<file path="src/rtl/srec_record_encoder_core_macros.svh">
// Assertion macros for the S-record encoder.
// Used by srec_record_encoder_core; expects clk and rst in scope.
`ifndef SREC_RECORD_ENCODER_CORE_MACROS_SVH
`define SREC_RECORD_ENCODER_CORE_MACROS_SVH
`ifndef SYNTHESIS
`define SREC_ASSERT(label, prop, msg) \
  label: assert property (@(posedge clk) disable iff (rst) prop) else $error(msg);
`define SREC_ASSERT_NEXT(label, ante, cons, msg) \
  label: assert property (@(posedge clk) disable iff (rst) ante |=> cons) else $error(msg);
`else
`define SREC_ASSERT(label, prop, msg)
`define SREC_ASSERT_NEXT(label, ante, cons, msg)
`endif
`endif

</file>
<file path="src/rtl/srec_pkg.sv">
// Shared types, constants and the hex digit function of the S-record encoder.
// No dependencies.
`default_nettype none
package srec_pkg;

  localparam int unsigned BPL_DEFAULT = 16;
  localparam int unsigned LINE_CAP    = 16;
  localparam int unsigned LINE_AW     = 4;
  localparam int unsigned IDX_W       = 5;
  localparam int unsigned FIFO_DEPTH  = 2;

  localparam logic [6:0] CHAR_S  = 7'h53;
  localparam logic [6:0] CHAR_NL = 7'h0A;

  localparam logic [3:0] REC_S0 = 4'd0;
  localparam logic [3:0] REC_S1 = 4'd1;
  localparam logic [3:0] REC_S5 = 4'd5;
  localparam logic [3:0] REC_S9 = 4'd9;

  localparam logic [7:0] COUNT_BASE = 8'd3;
  localparam logic [7:0] COUNT_HDR  = 8'd7;

  typedef struct packed {
    logic [3:0]                rtype;
    logic [7:0]                count;
    logic [15:0]               addr;
    logic [LINE_CAP-1:0][7:0]  data;
    logic [7:0]                cksum;
    logic                      last;
  } record_t;

  typedef struct packed {
    logic full;
    logic empty;
  } fifo_status_t;

  typedef enum logic [2:0] {
    F_IDLE,
    F_HDR,
    F_LINE,
    F_S5,
    F_S9
  } front_state_t;

  typedef enum logic [2:0] {
    B_IDLE,
    B_S,
    B_TYPE,
    B_HEX,
    B_NL
  } back_state_t;

  function automatic logic [6:0] hex_char(input logic [3:0] v);
    if (v < 4'd10) begin
      return 7'(7'h30 + 7'(v));
    end else begin
      return 7'(7'h37 + 7'(v));
    end
  endfunction

endpackage
`default_nettype wire

</file>
<file path="src/rtl/srec_front.sv">
// Front end: accepts bytes, buffers a line, builds record descriptors.
// Depends on srec_pkg.
`default_nettype none
module srec_front #(
  parameter int unsigned BYTES_PER_LINE = srec_pkg::BPL_DEFAULT
) (
  input  logic                  clk,
  input  logic                  rst,
  input  logic                  cfg_we,
  input  logic [31:0]           cfg_data,
  input  logic                  s_tvalid,
  output logic                  s_tready,
  input  logic [7:0]            s_tdata,
  input  logic                  s_tuser,
  output logic                  push,
  output srec_pkg::record_t     push_rec,
  input  srec_pkg::fifo_status_t fifo_st
);
  import srec_pkg::*;

  localparam int unsigned FILL_W = $clog2(BYTES_PER_LINE + 1);

  front_state_t             fstate, fstate_next;
  logic [31:0]              header_text;
  logic [LINE_CAP-1:0][7:0] line_buf;
  logic [FILL_W-1:0]        fill;
  logic [7:0]               datasum;
  logic [15:0]              line_addr;
  logic [15:0]              line_cnt;
  logic                     header_sent;
  logic                     need_line;
  logic                     is_end;
  logic                     accept;
  logic                     line_due;
  logic [7:0]               lin_count;
  logic [7:0]               hdr_sum;

  assign s_tready = (fstate == F_IDLE);
  assign accept   = s_tvalid && s_tready;
  assign line_due = s_tuser ? (fill != '0) : (fill == FILL_W'(BYTES_PER_LINE - 1));
  assign lin_count = COUNT_BASE + 8'(fill);
  assign hdr_sum = COUNT_HDR + header_text[31:24] + header_text[23:16]
                 + header_text[15:8] + header_text[7:0];

  always_comb begin
    fstate_next = fstate;
    case (fstate)
      F_IDLE: begin
        if (s_tvalid) begin
          if (!header_sent) begin
            fstate_next = F_HDR;
          end else if (line_due) begin
            fstate_next = F_LINE;
          end else if (s_tuser) begin
            fstate_next = F_S5;
          end
        end
      end
      F_HDR: begin
        if (!fifo_st.full) begin
          if (need_line) begin
            fstate_next = F_LINE;
          end else if (is_end) begin
            fstate_next = F_S5;
          end else begin
            fstate_next = F_IDLE;
          end
        end
      end
      F_LINE: begin
        if (!fifo_st.full) begin
          fstate_next = is_end ? F_S5 : F_IDLE;
        end
      end
      F_S5: begin
        if (!fifo_st.full) begin
          fstate_next = F_S9;
        end
      end
      F_S9: begin
        if (!fifo_st.full) begin
          fstate_next = F_IDLE;
        end
      end
      default: fstate_next = F_IDLE;
    endcase
  end

  always_comb begin
    push     = 1'b0;
    push_rec = '0;
    case (fstate)
      F_HDR: begin
        push              = !fifo_st.full;
        push_rec.rtype    = REC_S0;
        push_rec.count    = COUNT_HDR;
        push_rec.data[0]  = header_text[31:24];
        push_rec.data[1]  = header_text[23:16];
        push_rec.data[2]  = header_text[15:8];
        push_rec.data[3]  = header_text[7:0];
        push_rec.cksum    = ~hdr_sum;
        push_rec.last     = !need_line && !is_end;
      end
      F_LINE: begin
        push           = !fifo_st.full;
        push_rec.rtype = REC_S1;
        push_rec.count = lin_count;
        push_rec.addr  = line_addr;
        push_rec.data  = line_buf;
        push_rec.cksum = ~(lin_count + line_addr[15:8] + line_addr[7:0] + datasum);
        push_rec.last  = !is_end;
      end
      F_S5: begin
        push           = !fifo_st.full;
        push_rec.rtype = REC_S5;
        push_rec.count = COUNT_BASE;
        push_rec.addr  = line_cnt;
        push_rec.cksum = ~(COUNT_BASE + line_cnt[15:8] + line_cnt[7:0]);
      end
      F_S9: begin
        push           = !fifo_st.full;
        push_rec.rtype = REC_S9;
        push_rec.count = COUNT_BASE;
        push_rec.cksum = ~COUNT_BASE;
        push_rec.last  = 1'b1;
      end
      default: push = 1'b0;
    endcase
  end

  always_ff @(posedge clk) begin
    if (accept && !s_tuser) begin
      line_buf[LINE_AW'(fill)] <= s_tdata;
    end
  end

  always_ff @(posedge clk) begin
    if (rst) begin
      fstate      <= F_IDLE;
      header_text <= '0;
      fill        <= '0;
      datasum     <= '0;
      line_addr   <= '0;
      line_cnt    <= '0;
      header_sent <= 1'b0;
      need_line   <= 1'b0;
      is_end      <= 1'b0;
    end else begin
      fstate <= fstate_next;
      if (cfg_we) begin
        header_text <= cfg_data;
      end
      if (accept) begin
        is_end    <= s_tuser;
        need_line <= line_due;
        if (!s_tuser) begin
          fill    <= fill + 1'b1;
          datasum <= datasum + s_tdata;
        end
      end
      if (push) begin
        case (fstate)
          F_HDR: header_sent <= 1'b1;
          F_LINE: begin
            fill      <= '0;
            datasum   <= '0;
            line_addr <= line_addr + 16'(BYTES_PER_LINE);
            line_cnt  <= line_cnt + 16'd1;
          end
          F_S9: begin
            header_sent <= 1'b0;
            fill        <= '0;
            datasum     <= '0;
            line_addr   <= '0;
            line_cnt    <= '0;
          end
          default: header_sent <= header_sent;
        endcase
      end
    end
  end

endmodule
`default_nettype wire

</file>
<file path="src/rtl/srec_fifo.sv">
// Short record queue between the front and back ends.
// Depends on srec_pkg.
`default_nettype none
module srec_fifo #(
  parameter int unsigned DEPTH = srec_pkg::FIFO_DEPTH
) (
  input  logic                   clk,
  input  logic                   rst,
  input  logic                   push,
  input  srec_pkg::record_t      push_rec,
  input  logic                   pop,
  output srec_pkg::record_t      pop_rec,
  output srec_pkg::fifo_status_t status
);
  import srec_pkg::*;

  localparam int unsigned PTR_W = (DEPTH > 1) ? $clog2(DEPTH) : 1;
  localparam int unsigned CNT_W = $clog2(DEPTH + 1);

  record_t           entries [DEPTH];
  logic [PTR_W-1:0]  wr_ptr;
  logic [PTR_W-1:0]  rd_ptr;
  logic [CNT_W-1:0]  count;

  assign status.full  = (count == CNT_W'(DEPTH));
  assign status.empty = (count == '0);
  assign pop_rec      = entries[rd_ptr];

  always_ff @(posedge clk) begin
    if (push) begin
      entries[wr_ptr] <= push_rec;
    end
  end

  always_ff @(posedge clk) begin
    if (rst) begin
      wr_ptr <= '0;
      rd_ptr <= '0;
      count  <= '0;
    end else begin
      if (push) begin
        wr_ptr <= (wr_ptr == PTR_W'(DEPTH - 1)) ? '0 : wr_ptr + 1'b1;
      end
      if (pop) begin
        rd_ptr <= (rd_ptr == PTR_W'(DEPTH - 1)) ? '0 : rd_ptr + 1'b1;
      end
      if (push && !pop) begin
        count <= count + 1'b1;
      end else if (pop && !push) begin
        count <= count - 1'b1;
      end
    end
  end

endmodule
`default_nettype wire

</file>
<file path="src/rtl/srec_back.sv">
// Back end: turns record descriptors into ASCII characters, one per cycle while m_tready does not stall the output.
// Depends on srec_pkg.
`default_nettype none
module srec_back (
  input  logic                   clk,
  input  logic                   rst,
  input  srec_pkg::record_t      pop_rec,
  input  srec_pkg::fifo_status_t fifo_st,
  output logic                   pop,
  output logic                   m_tvalid,
  input  logic                   m_tready,
  output logic [7:0]             m_tdata,
  output logic                   m_tlast
);
  import srec_pkg::*;

  back_state_t         bstate, bstate_next;
  record_t             cur;
  logic [IDX_W-1:0]    idx;
  logic                nib;
  logic                can_load;
  logic                load;
  logic [6:0]          ch;
  logic [7:0]          sel_byte;
  logic [LINE_AW-1:0]  data_idx;
  logic                at_cksum;

  assign can_load = !m_tvalid || m_tready;
  assign data_idx = LINE_AW'(idx - IDX_W'(3));
  assign at_cksum = (8'(idx) == cur.count);

  always_comb begin
    if (idx == IDX_W'(0)) begin
      sel_byte = cur.count;
    end else if (idx == IDX_W'(1)) begin
      sel_byte = cur.addr[15:8];
    end else if (idx == IDX_W'(2)) begin
      sel_byte = cur.addr[7:0];
    end else if (at_cksum) begin
      sel_byte = cur.cksum;
    end else begin
      sel_byte = cur.data[data_idx];
    end
  end

  always_comb begin
    bstate_next = bstate;
    case (bstate)
      B_IDLE: begin
        if (!fifo_st.empty) begin
          bstate_next = B_S;
        end
      end
      B_S: begin
        if (can_load) begin
          bstate_next = B_TYPE;
        end
      end
      B_TYPE: begin
        if (can_load) begin
          bstate_next = B_HEX;
        end
      end
      B_HEX: begin
        if (can_load && nib && at_cksum) begin
          bstate_next = B_NL;
        end
      end
      B_NL: begin
        if (can_load) begin
          bstate_next = fifo_st.empty ? B_IDLE : B_S;
        end
      end
      default: bstate_next = B_IDLE;
    endcase
  end

  always_comb begin
    pop  = 1'b0;
    load = 1'b0;
    ch   = CHAR_S;
    case (bstate)
      B_IDLE: pop = !fifo_st.empty;
      B_S: begin
        load = can_load;
        ch   = CHAR_S;
      end
      B_TYPE: begin
        load = can_load;
        ch   = hex_char(cur.rtype);
      end
      B_HEX: begin
        load = can_load;
        ch   = nib ? hex_char(sel_byte[3:0]) : hex_char(sel_byte[7:4]);
      end
      B_NL: begin
        load = can_load;
        ch   = CHAR_NL;
        pop  = can_load && !fifo_st.empty;
      end
      default: pop = 1'b0;
    endcase
  end

  always_ff @(posedge clk) begin
    if (pop) begin
      cur <= pop_rec;
    end
    if (load) begin
      m_tdata <= {1'b0, ch};
      m_tlast <= (bstate == B_NL) && cur.last;
    end
  end

  always_ff @(posedge clk) begin
    if (rst) begin
      bstate   <= B_IDLE;
      m_tvalid <= 1'b0;
      idx      <= '0;
      nib      <= 1'b0;
    end else begin
      bstate <= bstate_next;
      if (load) begin
        m_tvalid <= 1'b1;
      end else if (m_tready) begin
        m_tvalid <= 1'b0;
      end
      if (pop) begin
        idx <= '0;
        nib <= 1'b0;
      end else if (load && (bstate == B_HEX)) begin
        if (nib) begin
          nib <= 1'b0;
          idx <= idx + 1'b1;
        end else begin
          nib <= 1'b1;
        end
      end
    end
  end

endmodule
`default_nettype wire

</file>
<file path="src/rtl/srec_record_encoder_core.sv">
// S-record (S0/S1/S5/S9) text encoder: byte stream in, ASCII characters out.
// Input channel s_*: tdata = data_byte, tuser = func (1 = end of stream).
// Output channel m_*: tdata = out_char (bit 7 zero), tlast marks the last
// character caused by an input item. cfg_we/cfg_data write the four S0
// header bytes, most significant first.
// A quiet data byte is taken without dropping s_tready. An item that causes
// records holds s_tready low while building them (up to four); records wait
// in a two-entry queue. The character sequencer emits one character per
// cycle when m_tready allows: 2 + 2 * (count + 1) + 1 characters per record,
// 43 for a full S1 line, passing through its idle state when the queue runs
// empty between records, and sets the sustained rate. The first character
// goes through the front state register, the queue and the output register.
// A stalled m_tready holds the output register; the queue then fills and
// s_tready drops. Reset returns the file state to its start and clears the
// header register; the next item opens a new file with an S0 record.
`default_nettype none
`include "srec_record_encoder_core_macros.svh"
module srec_record_encoder_core #(
  parameter int unsigned BYTES_PER_LINE = srec_pkg::BPL_DEFAULT
) (
  input  logic        clk,
  input  logic        rst,
  input  logic        cfg_we,
  input  logic [31:0] cfg_data,
  input  logic        s_tvalid,
  output logic        s_tready,
  input  logic [7:0]  s_tdata,   // [7:0] data_byte
  input  logic        s_tuser,   // [0] func
  output logic        m_tvalid,
  input  logic        m_tready,
  output logic [7:0]  m_tdata,   // [6:0] out_char, [7] zero
  output logic        m_tlast
);
  import srec_pkg::*;

  logic         push;
  logic         pop;
  record_t      push_rec;
  record_t      pop_rec;
  fifo_status_t fifo_st;

  srec_front #(
    .BYTES_PER_LINE(BYTES_PER_LINE)
  ) u_front (
    .clk      (clk),
    .rst      (rst),
    .cfg_we   (cfg_we),
    .cfg_data (cfg_data),
    .s_tvalid (s_tvalid),
    .s_tready (s_tready),
    .s_tdata  (s_tdata),
    .s_tuser  (s_tuser),
    .push     (push),
    .push_rec (push_rec),
    .fifo_st  (fifo_st)
  );

  srec_fifo #(
    .DEPTH(FIFO_DEPTH)
  ) u_fifo (
    .clk      (clk),
    .rst      (rst),
    .push     (push),
    .push_rec (push_rec),
    .pop      (pop),
    .pop_rec  (pop_rec),
    .status   (fifo_st)
  );

  srec_back u_back (
    .clk      (clk),
    .rst      (rst),
    .pop_rec  (pop_rec),
    .fifo_st  (fifo_st),
    .pop      (pop),
    .m_tvalid (m_tvalid),
    .m_tready (m_tready),
    .m_tdata  (m_tdata),
    .m_tlast  (m_tlast)
  );

  `SREC_ASSERT(a_tlast_newline, m_tvalid && m_tlast |-> m_tdata[6:0] == CHAR_NL, "tlast off newline")
  `SREC_ASSERT(a_no_overflow, push |-> !fifo_st.full, "push into full queue")
  `SREC_ASSERT(a_no_underflow, pop |-> !fifo_st.empty, "pop from empty queue")
  `SREC_ASSERT_NEXT(a_end_busy, s_tvalid && s_tready && s_tuser, !s_tready, "end item not held")

endmodule
`default_nettype wire

</file>
<file path="config.mk">
export PLATFORM = sky130hd
export DESIGN_NAME = srec_record_encoder_core
export DESIGN_NICKNAME = d
export VERILOG_FILES = /design/src/rtl/srec_pkg.sv /design/src/rtl/srec_front.sv /design/src/rtl/srec_fifo.sv /design/src/rtl/srec_back.sv /design/src/rtl/srec_record_encoder_core.sv
export VERILOG_INCLUDE_DIRS = /design/src /design/src/rtl
export SDC_FILE = /design/constraint.sdc
export NUM_CORES = 1
export LEC_CHECK = 0
export CORE_MARGIN = 8
export CORE_UTILIZATION = 70
export CTS_BUF_LIST = sky130_fd_sc_hd__clkbuf_8
export CTS_CLUSTER_SIZE = 25
export DETAILED_ROUTE_END_ITERATION = 8
export DONT_BUFFER_PORTS = 1
export PLACE_DENSITY = 0.86
export SYNTH_ARGS = -nofsm -noshare
export SYNTH_HDL_FRONTEND = slang
export SYNTH_SLANG_ARGS = --single-unit
</file>
<file path="constraint.sdc">
create_clock -name clk -period 17.7 [get_ports clk]
set_input_delay 5.31 -clock clk [delete_from_list [all_inputs] [get_ports clk]]
set_output_delay 5.31 -clock clk [all_outputs]
set_load 0.01 [all_outputs]
</file>
==> impl_metrics.yaml <==
run_status:
  status: "completed"
critical_path:
  critPathKind: "register to primary output"
  crit_buf_inv: 0
  worstSetupEndpointType: "primary output"
  critical_path.startpoint_type: "register"
  cp_top_family: "simple AND/OR/NAND/NOR gates"
  path_cells: "nor3_1"
  worstPathRequired_ns: 12.39
  reg2reg_slack_ns: 12.95
  reg2reg_depth: 8
  r2r_start: "u_front.fstate[1]"
  cpMaxStageDelayCell: "nor3_1"
  cp_slowest_stage_delay_ns: 0.73
  cp_data_arrival_time_ns: 1.98
  timing.rr.end: "u_fifo.entries[1][95]"
  crit_path_max_fanout: 21
global_routing:
  first_global_vias: 17008
  grt_max_degree: 163
  antenna_found_initial: 0
  grt_pass1_wl_microns: 98600
  overflow: 0
  groute.usage.overall_pct: 26.1
detailed_routing:
  wl_met3_microns: 5580
  wl_met1_microns: 25500
  first_iter_violations: 1607
  wl_met2_microns: 31400
  dr.pass1.iters: 5
  ant_nets: 0
  drc: 0
  vias_per_cell: 6.38
  wire_per_inst_microns: 24.7
  topRoutingLayerUsed: "met4"
  vias: 16670
  wirelength_microns: 64600
yosys:
  synth_cell_types: 66
  synthCells: 1958
  synthFlopType: "edfxtp_1"
  synth-seq-cells: 715
  synth_area_sq_um: 29800
  syn_nets: 2094
  syn_avg_cell_area_sq_um: 15.2
  synth_area_leader_cell: "edfxtp_1"
  synth_top_area_share_pct: 62.6
  yosysSeqAreaShare_pct: 68.8
  ys_async_sr_fraction_pct: 0
  netlist_top_cells_area: "edfxtp_1 (63%), dfxtp_1 (6.2%), mux2_2 (6.1%)"
  synth_edf_count: 622
  yosys_warnings: 0
cells_and_area:
  fillerInstances: 2285
  area_growth_pct: 8.05
  final_area_sq_um: 32200
  antennaDiodeCount: 0
  final_cells: 2613
  drive_gt1_share_pct: 16.9
  regArea_sq_um: 20500
  layout.nets: 2124
  multi_input_area_sq_um: 8600
die:
  pin_count: 57
  coreArea_sq_um: 42000
  dieWidth_microns: 222
  dieHeight_microns: 222
  die-area_sq_um: 49500
  rows: 75
  initial_core_util_pct: 71.0
place:
  gp_congestion: 0.884
  dp.cells: 2418
  portBuffers: 0
  placedInstanceArea_sq_um: 30300
  dp_hpwl_microns: 40600
clock_tree:
  clock_path_buffers: 3
  cts_resized: 0
  cts_inserted_buffers: 107
  cts-hold-fix-buffers: 0
  cts.clk_slew.worst_paths_ns: 0.06
  cts_htree_levels: 3
  post_cts_buffers: 0
  clk_latency_ns: 0.72
  cts_tree: "yes"
  cts_sinks: 715
  cts-root-buf: "clkbuf_8"
sta:
  rsz0062_at_grt: "no"
  post-route-period-util_pct: 41.2
  max-slew-margin-rel_pct: 24.2
  fin_tns_setup_ns: 0
  finalSetupViolations: 0
  slew_viol_final: 0
  hold_viol: 0
  min_period_ns: 7.29
  worst_pin_slew_ns: 1.13
  max_freq_mhz: 137
  clock_skew_ns: 0.0380
job:
  drv_cap: 0
min_path:
  hold_depth: 2
  holdPathEnd: "u_front.need_line"
  hp-class: "register to register"
  worst_hold_startpoint: "u_front.need_line"
pwr:
  p_per_area_nw_per_um2: 154
  ir_drop_uv: 167
  p_leak_nw: 11.9
-- layout by cell type (no fill, tap or decap), types with 4 or more instances in the layout --
cell	count
edfxtp_1	622
mux2_2	163
inv_1	136
nor2_1	121
clkbuf_8	110
and3_1	106
nand2_1	100
dfxtp_1	91
ha_1	66
a21oi_1	65
o21ai_0	56
mux2i_1	42
xnor2_1	38
xor2_1	35
nand3_1	25
nor3_1	24
mux4_2	24
fa_1	24
a22o_1	22
clkinv_1	16
buf_4	16
nor2b_1	12
a21o_1	12
or3_1	11
mux4_1	11
clkinv_2	11
nand2b_1	10
nand4_1	10
a22oi_1	6
o21bai_1	6
a31oi_1	5
a211oi_1	5
and2_1	4
o2111ai_1	4
o22ai_1	4
-- registers in the layout, indices dropped and copies added, names as in the netlist --
| signal | flops |
|---|---|
| u_front.fill | 5 |
| u_front.line_addr | 12 |
| u_back.m_tvalid | 1 |
| u_fifo.rd_ptr | 1 |
| u_back.bstate | 3 |
| u_fifo.count | 2 |
| u_front.datasum | 8 |
| u_front.line_cnt | 16 |
| u_back.cur | 162 |
| u_front.header_text | 32 |
| u_back.m_tdata | 7 |
| u_front.need_line | 1 |
| u_front.header_sent | 1 |
| u_back.m_tlast | 1 |
| u_front.fstate | 3 |
| u_back.nib | 1 |
| u_fifo.entries | 324 |
| u_fifo.wr_ptr | 1 |
| u_back.idx | 5 |
| u_front.is_end | 1 |
| u_front.line_buf | 128 |
-- worst max-delay path by stage --
stage,from,end,slack (ns),depth (start not counted)
after floorplan,m_tready,u_back.cur[0],8.33,4
after global placement,m_tready,u_back.cur[154],10.05,4
after detailed placement,m_tready,u_back.cur[7],9.97,4
after CTS,u_front.fstate[1],s_tready,10.34,1
after global routing,u_front.fstate[1],s_tready,10.29,1
final,u_front.fstate[1],s_tready,10.41,1
-- where the power goes --
part	switching [mW]	internal [mW]	total (mW)	leakage, nW
Sequential	0.162	2.48	2.64	6.61
Combinational	0.693	0.396	1.09	4.08
Clock	0.627	0.599	1.23	1.18
Total	1.48	3.47	4.96	11.9
-- synth_stat cells (all sizes together) (2+ instances only) --
master   count
edfxtp     622
mux2       163
nor2       122
and3       106
nand2      100
dfxtp       93
inv         89
clkbuf      76
a21oi       66
ha          66
o21ai       58
mux2i       42
xnor2       38
xor2        36
mux4        35
nor3        26
nand3       25
fa          24
a22o        22
buf         20
nor2b       14
a21o        12
or3         12
nand2b      10
nand4       10
a22oi        6
and2         6
o21bai       6
a211oi       5
a31oi        5
o2111ai      4
o22ai        4
a21boi       3
nor4         3
o211ai       3
a32oi        2
nor3b        2
o221ai       2
o22a         2
o311ai       2
o31ai        2
or2          2
-- per-layer routing --
metal / global-route usage, % / vias to the layer above
li1: - / 7382
met2: 42.2 / 804
met5: 0 / -
met3: 6.12 / 134
met1: 34.4 / 8350
met4: 9.83 / 0
-- cells by family after synthesis --
group,synth area share [%]
flops,68.8
fa+ha+maj,4.38
other cells,0.0126
buf+inv,2.49
mux,10.3
xor+xnor,2.20
compound gates,4.53
simple gates,7.24
-- metrics by stage --
stage | hold slack [ns] | utilization (%) | power (mW) | setup WS [ns]
2_1_floorplan | 0.447 | - | 3.45 | 8.33
3_3_place_gp | 0.455 | 72.1 | 3.68 | 10.05
3_5_place_dp | 0.476 | 72.1 | 3.75 | 9.97
4_1_cts | 0.486 | 76.7 | 4.97 | 10.34
5_1_grt | 0.510 | 76.7 | 5.16 | 10.29
6_report | 0.484 | 76.7 | 4.96 | 10.41
-- area by class of cell --
class | instances | area share (%)
clock buffers | 110 | 4.69
clock inverters | 85 | 1.37
inverters | 89 | 1.05
multi-input cells | 1058 | 26.7
flip-flops and latches | 715 | 63.7
well taps | 539 | 2.09
repair buffers | 17 | 0.435
Power figures use the tool's default switching activity.
